### config.mk
export PLATFORM = sky130hd
export DESIGN_NAME = store_watch_and_jump_trace
export DESIGN_NICKNAME = d
export VERILOG_FILES = /design/src/hw/rtl/swjt_pkg.sv /design/src/hw/rtl/store_watch_and_jump_trace.sv /design/src/hw/rtl/swjt_win.sv /design/src/hw/rtl/swjt_count.sv
export SDC_FILE = /design/constraint.sdc
export NUM_CORES = 1
export LEC_CHECK = 0
export BUFFER_PORTS_ARGS = -buffer_cell sky130_fd_sc_hd__buf_4
export CELL_PAD_IN_SITES_DETAIL_PLACEMENT = 1
export CELL_PAD_IN_SITES_GLOBAL_PLACEMENT = 1
export CORE_MARGIN = 2
export CORE_UTILIZATION = 42
export DETAILED_ROUTE_END_ITERATION = 12
export PLACE_DENSITY_LB_ADDON = 0.1
export SYNTH_ARGS = -nofsm -noshare
export SYNTH_HDL_FRONTEND = slang
export SYNTH_SLANG_ARGS = --single-unit
### constraint.sdc
create_clock -name clk -period 8.52 [get_ports clk]
set_input_delay 0.852 -clock clk [delete_from_list [all_inputs] [get_ports clk]]
set_output_delay 0.852 -clock clk [all_outputs]
set_load 0.005 [all_outputs]
### src/hw/rtl/swjt_pkg.sv
`default_nettype none
// ----------------------------------------------------------------------------
// swjt_pkg
// Shared types and constants for the store watch and jump trace unit.
// ----------------------------------------------------------------------------
package swjt_pkg;

    localparam int unsigned CfgIdxW = 3;

    // configuration register indexes
    localparam logic [CfgIdxW-1:0] CFG_WRITE_BASE  = 3'd0;
    localparam logic [CfgIdxW-1:0] CFG_WRITE_SIZE  = 3'd1;
    localparam logic [CfgIdxW-1:0] CFG_JUMP_BASE   = 3'd2;
    localparam logic [CfgIdxW-1:0] CFG_JUMP_SIZE   = 3'd3;
    localparam logic [CfgIdxW-1:0] CFG_MAX_RECORDS = 3'd4;

    // event and record kinds
    localparam logic OP_STORE   = 1'b0;
    localparam logic OP_FETCH   = 1'b1;
    localparam logic KIND_WRITE = 1'b0;
    localparam logic KIND_JUMP  = 1'b1;

    localparam logic [31:0] MIRROR_MASK  = 32'h1fff_ffff;
    localparam logic [30:0] COUNT_MAX    = 31'h7fff_ffff;
    localparam logic [31:0] PC_STEP      = 32'd2;   // sequential fetch step
    localparam logic [31:0] STORE_PC_ADJ = 32'd2;   // store pc is already advanced

    // per-kind record counter status
    typedef struct packed {
        logic stopped;   // kind has reached its cap
        logic reach;     // a record counted now reaches the cap
    } cnt_stat_t;

endpackage
`default_nettype wire

### src/hw/rtl/store_watch_and_jump_trace.sv
`default_nettype none
// ----------------------------------------------------------------------------
// store_watch_and_jump_trace
// Store watchpoint and branch trace: matches store and fetch events against
// two address windows and emits write and jump records with per-kind caps.
// ----------------------------------------------------------------------------
//
//  channel | handshake             | payload
//  --------+-----------------------+--------------------------------------------
//  cfg     | cfg_valid / cfg_ready | cfg_index, cfg_data
//  in      | in_valid  / in_ready  | op, address, store_size, store_value,
//          |                       | store_pc, timestamp
//  out     | out_valid / out_ready | kind, from_pc, target, rec_size,
//          |                       | rec_value, rec_cycle, limit_reached
//
//  One item per cycle sustained unless the output stalls. In the input register
//  an item's window compares and counter updates are evaluated, and its record
//  (if any) is registered into the result register when the item advances.
//  Reset clears config, counters, stop flags and fetch history; no clear pass.
//  An output stall holds the result register; the input register still drains
//  into it as soon as out_ready takes the waiting record. cfg_ready is always 1.
// ----------------------------------------------------------------------------
module store_watch_and_jump_trace
(
    input  wire logic                          clk,
    input  wire logic                          rst_n,

    // configuration writes
    input  wire logic                          cfg_valid,
    output logic                               cfg_ready,
    input  wire logic [swjt_pkg::CfgIdxW-1:0]  cfg_index,
    input  wire logic [31:0]                   cfg_data,

    // event items
    input  wire logic                          in_valid,
    output logic                               in_ready,
    input  wire logic                          op,
    input  wire logic [31:0]                   address,
    input  wire logic [3:0]                    store_size,
    input  wire logic [63:0]                   store_value,
    input  wire logic [31:0]                   store_pc,
    input  wire logic [63:0]                   timestamp,

    // record items
    output logic                               out_valid,
    input  wire logic                          out_ready,
    output logic                               kind,
    output logic [31:0]                        from_pc,
    output logic [31:0]                        target,
    output logic [3:0]                         rec_size,
    output logic [63:0]                        rec_value,
    output logic [63:0]                        rec_cycle,
    output logic                               limit_reached
);

    // ------------------------------------------------------------------
    // configuration registers
    // ------------------------------------------------------------------
    logic [31:0] write_base_reg;
    logic [31:0] write_size_reg;
    logic [31:0] jump_base_reg;
    logic [31:0] jump_size_reg;
    logic [30:0] max_records_reg;

    assign cfg_ready = 1'b1;

    always_ff @(posedge clk or negedge rst_n)
    begin
        if (!rst_n)
        begin
            write_base_reg  <= '0;
            write_size_reg  <= '0;
            jump_base_reg   <= '0;
            jump_size_reg   <= '0;
            max_records_reg <= '0;
        end
        else if (cfg_valid && cfg_ready)
        begin
            unique case (cfg_index)
                swjt_pkg::CFG_WRITE_BASE:  write_base_reg  <= cfg_data;
                swjt_pkg::CFG_WRITE_SIZE:  write_size_reg  <= cfg_data;
                swjt_pkg::CFG_JUMP_BASE:   jump_base_reg   <= cfg_data;
                swjt_pkg::CFG_JUMP_SIZE:   jump_size_reg   <= cfg_data;
                swjt_pkg::CFG_MAX_RECORDS: max_records_reg <= cfg_data[30:0];
                default:                   ;   // unknown index: dropped
            endcase
        end
    end

    // ------------------------------------------------------------------
    // input register
    // ------------------------------------------------------------------
    logic        in_valid_reg;
    logic        op_reg;
    logic [31:0] address_reg;
    logic [3:0]  store_size_reg;
    logic [63:0] store_value_reg;
    logic [31:0] store_pc_reg;
    logic [63:0] timestamp_reg;

    logic        advance;     // item in input register resolves this cycle
    logic        out_free;    // result register can take a new record

    assign out_free = !out_valid || out_ready;
    assign advance  = in_valid_reg && out_free;
    assign in_ready = !in_valid_reg || advance;

    always_ff @(posedge clk or negedge rst_n)
    begin
        if (!rst_n)
        begin
            in_valid_reg <= 1'b0;
        end
        else if (in_ready)
        begin
            in_valid_reg <= in_valid;
        end
    end

    always_ff @(posedge clk)
    begin
        if (in_valid && in_ready)
        begin
            op_reg          <= op;
            address_reg     <= address;
            store_size_reg  <= store_size;
            store_value_reg <= store_value;
            store_pc_reg    <= store_pc;
            timestamp_reg   <= timestamp;
        end
    end

    // ------------------------------------------------------------------
    // window match
    // ------------------------------------------------------------------
    logic in_write_win;
    logic in_jump_win;

    swjt_win u_write_win
    (
        .addr (address_reg),
        .base (write_base_reg),
        .size (write_size_reg),
        .hit  (in_write_win)
    );

    swjt_win u_jump_win
    (
        .addr (address_reg),
        .base (jump_base_reg),
        .size (jump_size_reg),
        .hit  (in_jump_win)
    );

    // ------------------------------------------------------------------
    // fetch history and record decision
    // ------------------------------------------------------------------
    logic        prev_inside_reg;
    logic [31:0] prev_fetch_pc_reg;

    swjt_pkg::cnt_stat_t write_stat;
    swjt_pkg::cnt_stat_t jump_stat;

    logic write_hit;
    logic jump_hit;
    logic write_rec;
    logic jump_rec;

    assign write_hit = (op_reg == swjt_pkg::OP_STORE) && !write_stat.stopped && in_write_win;

    // leaving the code window by a discontinuity
    assign jump_hit  = (op_reg == swjt_pkg::OP_FETCH) && !jump_stat.stopped
                       && prev_inside_reg && !in_jump_win
                       && (address_reg != (prev_fetch_pc_reg + swjt_pkg::PC_STEP));

    assign write_rec = advance && write_hit;
    assign jump_rec  = advance && jump_hit;

    always_ff @(posedge clk or negedge rst_n)
    begin
        if (!rst_n)
        begin
            prev_inside_reg   <= 1'b0;
            prev_fetch_pc_reg <= '0;
        end
        else if (advance && (op_reg == swjt_pkg::OP_FETCH))
        begin
            prev_inside_reg   <= in_jump_win;
            prev_fetch_pc_reg <= address_reg;
        end
    end

    swjt_count u_write_cnt
    (
        .clk         (clk),
        .rst_n       (rst_n),
        .rec         (write_rec),
        .max_records (max_records_reg),
        .stat        (write_stat)
    );

    swjt_count u_jump_cnt
    (
        .clk         (clk),
        .rst_n       (rst_n),
        .rec         (jump_rec),
        .max_records (max_records_reg),
        .stat        (jump_stat)
    );

    // ------------------------------------------------------------------
    // result register
    // ------------------------------------------------------------------
    logic out_valid_reg;

    always_ff @(posedge clk or negedge rst_n)
    begin
        if (!rst_n)
        begin
            out_valid_reg <= 1'b0;
        end
        else if (out_free)
        begin
            out_valid_reg <= write_rec || jump_rec;
        end
    end

    always_ff @(posedge clk)
    begin
        if (write_rec)
        begin
            kind          <= swjt_pkg::KIND_WRITE;
            from_pc       <= store_pc_reg - swjt_pkg::STORE_PC_ADJ;
            target        <= address_reg;
            rec_size      <= store_size_reg;
            rec_value     <= store_value_reg;
            rec_cycle     <= timestamp_reg;
            limit_reached <= write_stat.reach;
        end
        else if (jump_rec)
        begin
            kind          <= swjt_pkg::KIND_JUMP;
            from_pc       <= prev_fetch_pc_reg;
            target        <= address_reg;
            rec_size      <= '0;
            rec_value     <= '0;
            rec_cycle     <= timestamp_reg;
            limit_reached <= jump_stat.reach;
        end
    end

    assign out_valid = out_valid_reg;

    // ------------------------------------------------------------------
    // assertions
    // ------------------------------------------------------------------
    a_one_kind: assert property (@(posedge clk) disable iff (!rst_n)
        !(write_rec && jump_rec))
        else $error("write and jump record in the same cycle");

    a_write_stop: assert property (@(posedge clk) disable iff (!rst_n)
        write_rec && write_stat.reach |=> write_stat.stopped && !write_rec)
        else $error("write kind did not stop at its cap");

    a_jump_stop: assert property (@(posedge clk) disable iff (!rst_n)
        jump_rec && jump_stat.reach |=> jump_stat.stopped && !jump_rec)
        else $error("jump kind did not stop at its cap");

    a_jump_from: assert property (@(posedge clk) disable iff (!rst_n)
        jump_rec |=> out_valid && (kind == swjt_pkg::KIND_JUMP)
                     && (from_pc == $past(prev_fetch_pc_reg)))
        else $error("jump record lost its previous pc");

    a_drain: assert property (@(posedge clk) disable iff (!rst_n)
        !out_valid_reg |-> in_ready)
        else $error("input stalled with an empty result register");

endmodule
`default_nettype wire

### src/hw/rtl/swjt_win.sv
`default_nettype none
// ----------------------------------------------------------------------------
// swjt_win
// Address window match, direct and with the top three bits masked.
// ----------------------------------------------------------------------------
module swjt_win
(
    input  wire logic [31:0] addr,
    input  wire logic [31:0] base,
    input  wire logic [31:0] size,
    output logic             hit
);

    logic [31:0] off_direct;
    logic [31:0] off_mirror;

    assign off_direct = addr - base;
    assign off_mirror = (addr & swjt_pkg::MIRROR_MASK) - (base & swjt_pkg::MIRROR_MASK);
    assign hit        = (off_direct < size) || (off_mirror < size);

endmodule
`default_nettype wire

### src/hw/rtl/swjt_count.sv
`default_nettype none
// ----------------------------------------------------------------------------
// swjt_count
// Saturating record counter with cap flag and sticky stop.
// ----------------------------------------------------------------------------
module swjt_count
(
    input  wire logic               clk,
    input  wire logic               rst_n,
    input  wire logic               rec,          // one record counted this cycle
    input  wire logic [30:0]        max_records,
    output swjt_pkg::cnt_stat_t     stat
);

    logic [30:0] count_reg;
    logic [30:0] count_next;
    logic        stopped_reg;
    logic        stopped_next;
    logic [30:0] count_inc;
    logic        reach;

    // saturate at all ones
    assign count_inc = (count_reg < swjt_pkg::COUNT_MAX) ? (count_reg + 31'd1) : count_reg;

    always_comb
    begin
        count_next   = count_reg;
        stopped_next = stopped_reg;
        if (rec)
        begin
            count_next = count_inc;
            if (reach)
            begin
                stopped_next = 1'b1;
            end
        end
    end

    assign reach = (max_records != 31'd0) && (count_inc >= max_records);
    assign stat  = '{stopped: stopped_reg, reach: reach};

    always_ff @(posedge clk or negedge rst_n)
    begin
        if (!rst_n)
        begin
            count_reg   <= '0;
            stopped_reg <= 1'b0;
        end
        else
        begin
            count_reg   <= count_next;
            stopped_reg <= stopped_next;
        end
    end

endmodule
`default_nettype wire
==> impl_results.md <==
* Outcome: finished, final reports clean
* GPL Wtd Cong at 0.890
* Syn nets at 3056
* Internal power at 7.15 mW
* Post-synth ARST share at 39.5%
* Critical Path RT at 8.77 ns
* Sequential share of the synthesized area at 58.4%
* Vias per cell at 5.37
* Setup Buffers After CTS at 0
* Post-cts sizing count at 0
* Max-Cap Viols at 0
* CP delay by family, top: compound AO/OA/AOI/OAI gates
* Critical Path Source: address_reg[0]$_DFFE_PP_
* CTS Hold Buffers Added at 0
* Final Max Tran Viols at 0
* Synthesized flop and latch total at 653
* Critical-path top delay cell: a2111oi_0
* Post-DRT Antenna Nets at 0
* CP Max Fanout at 78
* Ys flop type: edfxtp_1
* Starting Density at 42.2%
* Vias in the first global route at 24600
* DR WL/cell at 23.8 um
* Period Utilization, post-route at 83.9%
* Die area at 76800 sq um
* Syn Inst Count at 2621
* RSZ-0062 raised after global routing: false
* DRC Markers at 0
* DR vias at 22000
* Layout cells sized above 1 at 21.5%
* Setup tns final at 0 ns
* WS Path Type: register to register
* Layout Cells excl Fill at 4103
* Leak at 16.2 nW
* Rows at 100
* YS warnings at 0
* Clock root buffer: clkbuf_16
* Sw frac at 33.1%
* Final wirelength at 97500 um
* Worst-margin pin slew at 1.14 ns
* Placed insts at 3962
* Crit-path cells: inv_1 -> ha_1 -> inv_1 -> fa_1 -> a211oi_1 -> nor2_1 -> a2111oi_0 -> o31ai_1 -> a21o_1 -> a2111oi_0 -> nor2_1 -> or2_2 -> xor2_1 -> ha_1 -> a21o_1 -> a21o_1 -> a21oi_1 -> a21oi_1 -> nor2_1 -> o31ai_1 -> and2_1 -> nand2_1 -> nand2_8 -> buf_4
* Hold crit path type: input port to async pin
* Layout fillers at 7796
* First-pass GRT wire length at 149000 um
* Final HPWL DP at 73600 um
* Total power at 10.7 mW
* Hold Vio Cnt, Final at 0
* Worst EP arrival at 7.40 ns
* Sequential group share of total power at 40.8%
* Worst vdd ir at 0.216 mV
* DIE HEIGHT at 277 um
* Pwr dens at 279 nW/um^2
* Slowest cell delay on critical path at 0.77 ns
* Switch Pwr at 3.53 mW
* CORE AREA at 74200 sq um
* EDFF count, synth at 394
* Final setup viols at 0
* Clk pwr share at 30.6%
* Leading cell type in the layout, fill and taps excluded: buf_4
* Commonest cells after routing, fill and taps aside: buf_4, edfxtp_1, dfrtp_1, nand2_1, o21ai_0
* Initial antenna violation count at 2
* Fmax at 0.140 GHz
* CP Capture Type: register
* Worst path bufs/invs at 3
* Reg2reg start: address_reg[0]$_DFFE_PP_
* TritonCTS Sinks at 653
* Post-layout nets at 3505
* Crit start category: register
* Initial DRC Count at 1173
* Total CTS buffers at 75
* I/O pin count at 438
* Die width at 277 um
* Max Root-Sink Buffers at 3
* Clk_skew at 0.0613 ns
* Gate power share at 28.5%
* Slew headroom at 24.2%
* CTS clk-pin slew, worst paths at 0.06 ns
* Clock H-tree levels at 3
* Area Growth Syn to Fin at 22.2%
* Gr ovfl total at 0
* Syn_area_per_cell at 12.0 sq um
* GR Util All Layers at 25.5%
* IO Port Bufs at 436
* Netlist cell types at 80
* Drt pass-1 iters at 5
* Pin count of the biggest net entering global routing at 167
* Minimum clock period at 7.15 ns
* CTS tree: yes
* Clk Latency, worst-skew pair at 0.66 ns
* Mapped cell area at 31300 sq um
-- cells in the mapped netlist (all sizes together) (14+ instances only) --
| cell | count | area share (%) |
|---|---|---|
| xor2 | 86 | 2.4 |
| nor2b | 88 | 1.8 |
| dfrtp | 258 | 21 |
| nand2 | 218 | 2.6 |
| a21o | 61 | 1.5 |
| nand2b | 27 | 0.54 |
| nand3 | 64 | 1.0 |
| ha | 196 | 7.8 |
| nand4 | 59 | 1.2 |
| xnor2 | 151 | 4.2 |
| a21oi | 89 | 1.4 |
| mux2 | 73 | 2.6 |
| o21ai | 206 | 3.3 |
| a211oi | 17 | 0.41 |
| o21a | 14 | 0.34 |
| nor4 | 21 | 0.44 |
| clkbuf | 68 | 0.81 |
| inv | 180 | 2.2 |
| nor2 | 107 | 1.3 |
| nor3 | 35 | 0.58 |
| and3 | 28 | 0.56 |
| edfxtp | 394 | 38 |
-- through the flow --
stage | setup WS [ns] | util [%] | area, sq um | hold WS [ns]
6_report | 1.37 | 51.6 | 38300 | 0.308
5_1_grt | 0.740 | 51.6 | 38300 | 0.347
4_1_cts | 1.32 | 51.6 | 38300 | 0.337
3_5_place_dp | 1.32 | 48.2 | 35700 | 0.406
3_3_place_gp | 1.49 | 48.2 | 35700 | 0.400
2_1_floorplan | 1.06 | - | 31300 | 0.400
-- logic make-up after synthesis --
logic type,share of synthesized area (%)
AOI/OAI and AO/OA,9.20
xor gates and xnor gates,6.63
adders and majority gates,7.96
buffers and inverters,3.13
DFF,58.4
muxes,2.75
other,0.0120
and+or+nand+nor,11.9
-- final cells by class --
type	count	area, sq um	share of cell area [%]
antenna	1	2.50	0.00654
clock buffer	100	2100	5.49
clock inverter	40	433	1.13
inverter	180	676	1.77
multi-input combinational	1710	12100	31.7
sequential	653	18300	47.8
tap	969	1210	3.17
timing repair buffer	450	3420	8.94
-- per-layer routing --
layer | track usage [%] | part of all wire [%] | up-vias
met4 | 7.18 | 2.7 | 2
met1 | 30.4 | 41 | 11100
met2 | 45.3 | 50 | 482
met3 | 6.53 | 5.9 | 136
li1 | - | - | 10300
met5 | 0 | 0.013 | -
-- worst paths after layout --
| kind | to | slack [ns] | cells after the start |
|---|---|---|---|
| setup / recovery | rec_cycle[27]$_DFFE_PP_ | 1.37 | 24 |
| hold / removal | prev_fetch_pc_reg[3]$_DFFE_PN0P_ | 0.31 | 1 |
| setup reg to reg | rec_cycle[27]$_DFFE_PP_ | 1.37 | 24 |
| hold reg to reg | rec_cycle[38]$_DFFE_PP_ | 0.42 | 0 |
| max in group asynchronous | jump_base_reg[28]$_DFFE_PN0P_ | 6.82 | 2 |
| min in group clk | timestamp_reg[22]$_DFFE_PP_ | 0.37 | 1 |
-- power groups by stage --
stage	Sequential, mW	Clock, mW	Combinational (mW)
floorplan	4.32	0	1.86
global placement	4.38	0	2.93
detailed placement	4.41	0	3.06
CTS	4.36	3.33	3.08
global route	4.42	3.46	3.40
finish	4.36	3.27	3.05
Note: power is estimated with default switching activity, not from simulation.
